File: src/hdl/tcc_pkg.sv
package tcc_pkg;

	// Screen geometry
	localparam int COLUMNS  = 80;
	localparam int ROWS     = 25;
	localparam int TAB_STOP = 8;
	localparam int CELLS    = ROWS * COLUMNS;

	// Widths
	localparam int COL_W   = $clog2(COLUMNS);
	localparam int ROW_W   = (ROWS > 2) ? $clog2(ROWS) : 1;
	localparam int ADDR_W  = $clog2(CELLS);
	localparam int CELL_W  = 16;
	localparam int ATTR_W  = 8;
	localparam int CHAR_W  = 8;
	localparam int FUNC_W  = 2;
	localparam int INDEX_W = 11;
	localparam int LOC_W   = 11;
	localparam int PADDR_W = 3;
	localparam int PDATA_W = 32;

	// Function codes
	localparam logic [FUNC_W-1:0] FUNC_PUT   = 2'd0;
	localparam logic [FUNC_W-1:0] FUNC_CLEAR = 2'd1;
	localparam logic [FUNC_W-1:0] FUNC_READ  = 2'd2;

	// Character codes
	localparam logic [CHAR_W-1:0] CH_BS       = 8'h08;
	localparam logic [CHAR_W-1:0] CH_TAB      = 8'h09;
	localparam logic [CHAR_W-1:0] CH_LF       = 8'h0A;
	localparam logic [CHAR_W-1:0] CH_CR       = 8'h0D;
	localparam logic [CHAR_W-1:0] CH_PRINT_LO = 8'h20;
	localparam logic [CHAR_W-1:0] CH_PRINT_HI = 8'h7F;
	localparam logic [CHAR_W-1:0] BLANK_CHAR  = 8'h20;

	// Register map (word index within paddr)
	localparam logic [PADDR_W-3:0] REG_ATTR   = '0;
	localparam logic [ATTR_W-1:0]  ATTR_RESET = 8'h0F;

	// Useful addresses and limits
	localparam logic [COL_W-1:0]  COL_LAST  = COL_W'(COLUMNS - 1);
	localparam logic [ROW_W-1:0]  ROW_LAST  = ROW_W'(ROWS - 1);
	localparam logic [ADDR_W-1:0] CELL_LAST = ADDR_W'(CELLS - 1);
	localparam logic [ADDR_W-1:0] FILL_BASE = ADDR_W'((ROWS - 1) * COLUMNS);
	localparam logic [ADDR_W-1:0] ROW_SPAN  = ADDR_W'(COLUMNS);

	// Tab table: for each column, the wrap flag and the next tab stop column.
	localparam int TAB_DEPTH = 2 ** COL_W;
	typedef logic [COL_W:0] tab_ent_t;
	typedef tab_ent_t tab_lut_t [TAB_DEPTH];

	function automatic tab_lut_t build_tab_lut();
		tab_lut_t lut;
		int       nxt;
		for (int i = 0; i < TAB_DEPTH; i++) begin
			nxt = i + TAB_STOP - (i % TAB_STOP);
			if (nxt >= COLUMNS) begin
				lut[i] = {1'b1, COL_W'(0)};
			end else begin
				lut[i] = {1'b0, COL_W'(nxt)};
			end
		end
		return lut;
	endfunction

	localparam tab_lut_t TAB_LUT = build_tab_lut();

	// Request from the sequencer to the screen memory
	typedef struct packed {
		logic              we;
		logic [ADDR_W-1:0] waddr;
		logic [CELL_W-1:0] wdata;
		logic              re;
		logic [ADDR_W-1:0] raddr;
	} mem_req_t;

endpackage

File: src/hdl/tcc_cmd_if.sv
interface tcc_cmd_if;
	import tcc_pkg::*;

	logic               valid;
	logic               ready;
	logic [FUNC_W-1:0]  func;
	logic [CHAR_W-1:0]  char_code;
	logic [INDEX_W-1:0] cell_index;

	modport source (output valid, func, char_code, cell_index, input ready);
	modport sink (input valid, func, char_code, cell_index, output ready);
endinterface

File: src/hdl/tcc_rsp_if.sv
interface tcc_rsp_if;
	import tcc_pkg::*;

	logic              valid;
	logic              ready;
	logic [LOC_W-1:0]  cursor_pos;
	logic [CELL_W-1:0] cell_data;

	modport source (output valid, cursor_pos, cell_data, input ready);
	modport sink (input valid, cursor_pos, cell_data, output ready);
endinterface

File: src/hdl/tcc_ctrl.sv
module tcc_ctrl (
	input  logic                         clk,
	input  logic                         arst_n,
	input  logic [tcc_pkg::ATTR_W-1:0]   attr,
	tcc_cmd_if.sink                      cmd,
	tcc_rsp_if.source                    rsp,
	output tcc_pkg::mem_req_t            mem_req,
	input  logic [tcc_pkg::CELL_W-1:0]   mem_rdata
);
	import tcc_pkg::*;

	typedef enum logic [4:0] {
		ST_IDLE = 5'b00001,
		ST_READ = 5'b00010,
		ST_COPY = 5'b00100,
		ST_FILL = 5'b01000,
		ST_DONE = 5'b10000
	} state_t;

	state_t            state_q;
	logic [COL_W-1:0]  col_q;
	logic [ROW_W-1:0]  row_q;
	logic [ADDR_W-1:0] src_q;
	logic [ADDR_W-1:0] fill_q;
	logic [CELL_W-1:0] data_q;
	logic              rsp_valid_q;
	logic [LOC_W-1:0]  loc_q;
	logic [CELL_W-1:0] cell_q;
	logic              copy_pend_s1;
	logic [ADDR_W-1:0] dst_s1;

	logic              accept;
	logic              in_range;
	logic [ADDR_W-1:0] cur_addr;
	logic [CELL_W-1:0] blank;
	tab_ent_t          tab_ent;
	logic [COL_W-1:0]  col_d;
	logic [ROW_W-1:0]  row_d;
	logic              advance;
	logic              print;
	logic              scroll;

	assign cmd.ready      = (state_q == ST_IDLE);
	assign accept         = cmd.valid && cmd.ready;
	assign in_range       = (32'(cmd.cell_index) < 32'(CELLS));
	assign cur_addr       = ADDR_W'(row_q) * ROW_SPAN + ADDR_W'(col_q);
	assign blank          = {attr, BLANK_CHAR};
	assign rsp.valid      = rsp_valid_q;
	assign rsp.cursor_pos = loc_q;
	assign rsp.cell_data  = cell_q;

	// Cursor movement for a put word
	always_comb begin
		col_d   = col_q;
		row_d   = row_q;
		advance = 1'b0;
		print   = 1'b0;
		tab_ent = TAB_LUT[col_q];
		priority if (cmd.char_code == CH_BS) begin
			if (col_q != '0) begin
				col_d = col_q - 1'b1;
			end
		end else if (cmd.char_code == CH_TAB) begin
			if (tab_ent[COL_W]) begin
				col_d   = '0;
				advance = 1'b1;
			end else begin
				col_d = tab_ent[COL_W-1:0];
			end
		end else if (cmd.char_code == CH_CR) begin
			col_d = '0;
		end else if (cmd.char_code == CH_LF) begin
			col_d   = '0;
			advance = 1'b1;
		end else if (cmd.char_code >= CH_PRINT_LO && cmd.char_code <= CH_PRINT_HI) begin
			print = 1'b1;
			if (col_q == COL_LAST) begin
				col_d   = '0;
				advance = 1'b1;
			end else begin
				col_d = col_q + 1'b1;
			end
		end else begin
			col_d = col_q;
		end
		scroll = advance && (row_q == ROW_LAST);
		if (advance && !scroll) begin
			row_d = row_q + 1'b1;
		end
	end

	// Memory port selection. A copy write follows its read in the next cycle and
	// takes the write port ahead of the blank fill.
	always_comb begin
		mem_req = '0;
		unique case (state_q)
			ST_IDLE: begin
				if (accept && cmd.func == FUNC_PUT && print) begin
					mem_req.we    = 1'b1;
					mem_req.waddr = cur_addr;
					mem_req.wdata = {attr, cmd.char_code};
				end
				if (accept && cmd.func == FUNC_READ && in_range) begin
					mem_req.re    = 1'b1;
					mem_req.raddr = ADDR_W'(cmd.cell_index);
				end
			end
			ST_COPY: begin
				mem_req.re    = 1'b1;
				mem_req.raddr = src_q;
			end
			default: begin
				mem_req.re = 1'b0;
			end
		endcase
		if (copy_pend_s1) begin
			mem_req.we    = 1'b1;
			mem_req.waddr = dst_s1;
			mem_req.wdata = mem_rdata;
		end else if (state_q == ST_FILL) begin
			mem_req.we    = 1'b1;
			mem_req.waddr = fill_q;
			mem_req.wdata = blank;
		end
	end

	always_ff @(posedge clk or negedge arst_n) begin
		if (!arst_n) begin
			state_q      <= ST_IDLE;
			col_q        <= '0;
			row_q        <= '0;
			src_q        <= '0;
			fill_q       <= '0;
			data_q       <= '0;
			rsp_valid_q  <= 1'b0;
			loc_q        <= '0;
			cell_q       <= '0;
			copy_pend_s1 <= 1'b0;
			dst_s1       <= '0;
		end else begin
			copy_pend_s1 <= (state_q == ST_COPY);
			dst_s1       <= src_q - ROW_SPAN;
			if (state_q == ST_DONE && (!rsp_valid_q || rsp.ready)) begin
				rsp_valid_q <= 1'b1;
			end else if (rsp.ready) begin
				rsp_valid_q <= 1'b0;
			end
			unique case (state_q)
				ST_IDLE: begin
					if (accept) begin
						data_q <= '0;
						unique case (cmd.func)
							FUNC_PUT: begin
								col_q <= col_d;
								row_q <= row_d;
								if (scroll) begin
									src_q   <= ROW_SPAN;
									state_q <= ST_COPY;
								end else begin
									state_q <= ST_DONE;
								end
							end
							FUNC_CLEAR: begin
								col_q   <= '0;
								row_q   <= '0;
								fill_q  <= '0;
								state_q <= ST_FILL;
							end
							FUNC_READ: begin
								state_q <= in_range ? ST_READ : ST_DONE;
							end
							default: begin
								state_q <= ST_DONE;
							end
						endcase
					end
				end
				ST_READ: begin
					data_q  <= mem_rdata;
					state_q <= ST_DONE;
				end
				ST_COPY: begin
					src_q <= src_q + 1'b1;
					if (src_q == CELL_LAST) begin
						fill_q  <= FILL_BASE;
						state_q <= ST_FILL;
					end
				end
				ST_FILL: begin
					if (!copy_pend_s1) begin
						fill_q <= fill_q + 1'b1;
						if (fill_q == CELL_LAST) begin
							state_q <= ST_DONE;
						end
					end
				end
				ST_DONE: begin
					if (!rsp_valid_q || rsp.ready) begin
						loc_q   <= LOC_W'(cur_addr);
						cell_q  <= data_q;
						state_q <= ST_IDLE;
					end
				end
				default: begin
					state_q <= ST_IDLE;
				end
			endcase
		end
	end

endmodule

File: src/flat_wrapper.sv
// flat-port wrapper written by rule: the top's interface ports become plain ports
module tcc_ctrl_flat import tcc_pkg::*;
  (clk, arst_n, attr, mem_req, mem_rdata, cmd_valid, cmd_func, cmd_char_code, cmd_cell_index, cmd_ready, rsp_valid, rsp_cursor_pos, rsp_cell_data, rsp_ready);
  tcc_cmd_if cmd_i ();
  tcc_rsp_if rsp_i ();
  input  logic clk;
  input  logic arst_n;
  input  logic [tcc_pkg::ATTR_W-1:0] attr;
  output tcc_pkg::mem_req_t mem_req;
  input  logic [tcc_pkg::CELL_W-1:0] mem_rdata;
  input wire logic [$bits(cmd_i.valid)-1:0] cmd_valid;
  input wire logic [$bits(cmd_i.func)-1:0] cmd_func;
  input wire logic [$bits(cmd_i.char_code)-1:0] cmd_char_code;
  input wire logic [$bits(cmd_i.cell_index)-1:0] cmd_cell_index;
  output wire logic [$bits(cmd_i.ready)-1:0] cmd_ready;
  output wire logic [$bits(rsp_i.valid)-1:0] rsp_valid;
  output wire logic [$bits(rsp_i.cursor_pos)-1:0] rsp_cursor_pos;
  output wire logic [$bits(rsp_i.cell_data)-1:0] rsp_cell_data;
  input wire logic [$bits(rsp_i.ready)-1:0] rsp_ready;
  assign cmd_i.valid = cmd_valid;
  assign cmd_i.func = cmd_func;
  assign cmd_i.char_code = cmd_char_code;
  assign cmd_i.cell_index = cmd_cell_index;
  assign cmd_ready = cmd_i.ready;
  assign rsp_valid = rsp_i.valid;
  assign rsp_cursor_pos = rsp_i.cursor_pos;
  assign rsp_cell_data = rsp_i.cell_data;
  assign rsp_i.ready = rsp_ready;
  tcc_ctrl u_core (.clk(clk), .arst_n(arst_n), .attr(attr), .cmd(cmd_i), .rsp(rsp_i), .mem_req(mem_req), .mem_rdata(mem_rdata));
endmodule
File: config.mk
export PLATFORM = sky130hd
export DESIGN_NAME = tcc_ctrl_flat
export DESIGN_NICKNAME = d
export VERILOG_FILES = /design/src/hdl/tcc_pkg.sv /design/src/hdl/tcc_cmd_if.sv /design/src/hdl/tcc_rsp_if.sv /design/src/hdl/tcc_ctrl.sv /design/src/flat_wrapper.sv
export SDC_FILE = /design/constraint.sdc
export NUM_CORES = 1
export LEC_CHECK = 0
export BUFFER_PORTS_ARGS = -buffer_cell sky130_fd_sc_hd__buf_2
export CORE_MARGIN = 1.5
export CORE_UTILIZATION = 45
export DETAILED_ROUTE_END_ITERATION = 10
export PLACE_DENSITY = 0.78
export SYNTH_ARGS = -nofsm -noshare
export SYNTH_HDL_FRONTEND = slang
export SYNTH_SLANG_ARGS = --single-unit
File: constraint.sdc
create_clock -name clk -period 5.7 [get_ports clk]
set_input_delay 0.285 -clock clk [delete_from_list [all_inputs] [get_ports clk]]
set_output_delay 0.285 -clock clk [all_outputs]
set_load 0.1 [all_outputs]
==> impl_metrics.csv <==
group,metric,value,unit
global_routing,grt_max_degree,65,
placed_design,post-place-ws,2.39,ns
power_and_ir_drop,ir_worst_vdd,0.150,mV
global_routing,antenna_found_initial,0,
run,max_cap_violations,0,
critical_path,cp.arrival,3.42,ns
critical_path,crit_chain,"ha_1 > ha_1 > inv_1 > fa_1 > nor4b_1 > xnor3_1 > a22oi_1 > o21ai_0 > buf_2",
die,die_width,114,um
layout,final_nets,758,
die,std_cell_rows,40,
placed_design,dp_hpwl,11300,um
run_status,status,"completed",
die,die_area,13000,sq um
sta,timing.final.hold_violations,0,
sta,finalWorstSetupSlack,1.99,ns
yosys,synth_commonest_cells,"dfrtp_1 (94), nand2_1 (74), o21ai_0 (41)",
yosys,async_flop_share,100,%
yosys,synth_area,5560,sq um
sta,min_period,3.71,ns
yosys,yosysTopAreaCell,"dfrtp_1",
layout,num_antenna_cells,0,
cts,clk_path_buf_depth,2,
detailed_routing,dr.pass1.iters,6,
critical_path,worst-path-stages,9,
power_and_ir_drop,power_per_cell_area,389,nW/um^2
sta,whs,0.177,ns
critical_path,critPathBufInv,2,
power_and_ir_drop,total_leakage_power,3.18,nW
critical_path,crit_top_cell,"ha_1",
critical_path,worstRegToRegCells,5,
layout,syn_to_final_growth,17.9,%
critical_path,cp-end-kind,"output pin",
sta,skew,0.00607,ns
global_routing,grt_usage,23.9,%
sta,slew_headroom,32.1,%
detailed_routing,drt_iter0_drc,507,
detailed_routing,vias,5054,
critical_path,ff2ff_setup_slack,2.93,ns
critical_path,crit_path_start,"u_core.row_q[1]",
layout,utilization,54.6,%
yosys,synth_ff_type,"dfrtp_1",
die,initial_core_util,46.3,%
yosys,ys_seq_area_share,42.8,%
sta,slew_viol_final,0,
layout,drive_above_1_share,25.7,%
placed_design,numPortBuffers,117,
yosys,synth_top_area_share,42.3,%
cts,cts_made_buffers,9,
cts,htreeDepth,3,
worst_hold_path,hold_path.class,"in2reg",
cts,cts_hold_buffers,1,
critical_path,critPathMaxStageDelay,0.47,ns
yosys,synth_nets,653,
cts,cts-root-buf,"clkbuf_16",
cts,clock_sinks,95,
critical_path,crit_fanout,7,
detailed_routing,routed_wl,15200,um
sta,setup_viol,0,
cts,clock_latency,0.35,ns
yosys,yosysMostFrequentCell,"dfrtp_1",
critical_path,r2r-end,"u_core.src_q[5]",
die,core_area,12000,sq um
yosys,synth.avg_cell_area,9.58,sq um
yosys,synth_seq_cells,95,
yosys,ys_warn_count,0,
critical_path,critPathKind,"reg2out",
placed_design,place_congestion,0.933,
yosys,synth-edff-count,0,
cts,cts_tree,"done",
cts,post_cts_buffers,0,
yosys,synthTopCellsByArea,"dfrtp_1 (42%), a22o_1 (5.2%), mux2_2 (5.1%)",
detailed_routing,viasPerCell,6.04,
sta,fin_crit_sh,65.0,%
cts,cts.repair.resized,0,
critical_path,crit_path_start_kind,"register",
die,boundaryPins,118,
critical_path,endpoint,"mem_req[38]",
critical_path,cp_top_family,"adder cells",
sta,fin_setup_tns,0,ns
sta,tightestPinTransition,1.01,ns
detailed_routing,drc,0,
sta,rsz0062_at_grt,"no",
global_routing,grt_overflow,0,
detailed_routing,route.detailed.wl_per_inst,18.1,um
detailed_routing,ant_nets,0,
critical_path,crit_path_top_delay_cell,"dfrtp_1",
critical_path,cp.required,5.41,ns
critical_path,r2r-start,"u_core.state_q[0]",
worst_hold_path,holdPathStages,2,
cts,clkTransAtPathRegs,0.07,ns
yosys,ys_types,73,
sta,max_freq,0.270,GHz
yosys,synthCells,580,
global_routing,grt_pass1_wl,24500,um
die,die_y,114,um
global_routing,grt_pass1_vias,4837,
worst min path at each step:
stage | slack, ns | to | start
2_1_floorplan | -0.01 | u_core.col_q[0] | arst_n
3_3_place_gp | 0.24 | u_core.rsp.cursor_pos[3] | arst_n
3_5_place_dp | 0.25 | u_core.rsp.cursor_pos[3] | arst_n
4_1_cts | 0.17 | u_core.data_q[9] | mem_rdata[9]
5_1_grt | 0.18 | u_core.data_q[9] | mem_rdata[9]
6_report | 0.18 | u_core.data_q[11] | mem_rdata[11]
layer usage:
metal	routed length (um)	track usage, %
met1	6760	32.8
met2	7000	39.4
met3	1250	3.97
met4	154	6.83
met5	0	0
through the flow:
| stage | total power [mW] | cell area (sq um) | cells |
|---|---|---|---|
| finish | 2.55 | 6550 | 837 |
| global route | 2.65 | 6550 | 837 |
| CTS | 2.55 | 6550 | 837 |
| detailed placement | 1.95 | 6250 | 820 |
| global placement | 1.93 | 6250 | 820 |
| floorplan | 1.71 | 5560 | 580 |
state kept, by name, indices dropped and copies added (netlist names):
| name | flops |
|---|---|
| u_core.data_q | 16 |
| u_core.rsp.cursor_pos | 11 |
| u_core.src_q | 11 |
| u_core.rsp.cell_data | 16 |
| u_core.dst_s1 | 11 |
| u_core.col_q | 7 |
| u_core.fill_q | 11 |
| u_core.state_q | 5 |
| u_core.copy_pend_s1 | 1 |
| u_core.row_q | 5 |
| u_core.rsp.valid | 1 |
layout make-up:
type                       count  area [sq um]
inverter                      22          95.1
timing repair buffer         124           643
sequential                    95          2380
clock inverter                 6          57.6
fill                        1080          5460
tap                          147           184
multi-input combinational    433          2960
clock buffer                  10           239
placed cells by master, fill, tap and decap left out, types with 3 or more instances in the layout:
cell,instances
nand4_1,8
buf_4,7
a21o_1,5
nor2b_1,4
nor3_1,13
nor4_1,4
and3_1,5
or3_1,7
a31oi_1,6
buf_2,116
o221ai_1,3
a21oi_1,17
nand2b_1,8
o211ai_1,7
a22o_1,33
xnor2_1,9
o41ai_1,6
o21bai_1,4
and2_1,4
mux2_2,25
nand2_1,74
a22oi_1,11
nand3_1,15
o31ai_1,4
nor3b_1,4
xor2_1,10
clkbuf_16,9
o21ai_0,41
nor2_1,36
dfrtp_1,94
inv_1,21
or4_1,5
ha_1,22
report_power, final:
group | total (mW) | leakage [nW] | switching, mW | internal, mW
combinational | 1.09 | 1.83 | 0.851 | 0.241
sequential | 0.859 | 1.20 | 0.0916 | 0.767
clock | 0.601 | 0.147 | 0.282 | 0.319
total | 2.55 | 3.18 | 1.22 | 1.33
cells by family (layout without fill, tap and decap cells):
family          after synthesis  after routing  synth area share, %
xor+xnor                     20             20                 3.40
compound gates              158            158                 20.0
mux                          27             27                 5.43
flops                        95             95                 42.8
fa+ha+maj                    24             24                 5.67
simple gates                204            204                 18.6
buf+inv                      52            162                 4.03
worst reg2reg max path: stages (launching register included):
cell and delay [ns]:
dfstp_2 0.57, or4bb_1 0.52, nor4_1 0.33, a32oi_1 0.22, nor3_2 0.75, o311ai_0 0.24
Note: power is estimated with default switching activity, not from simulation.
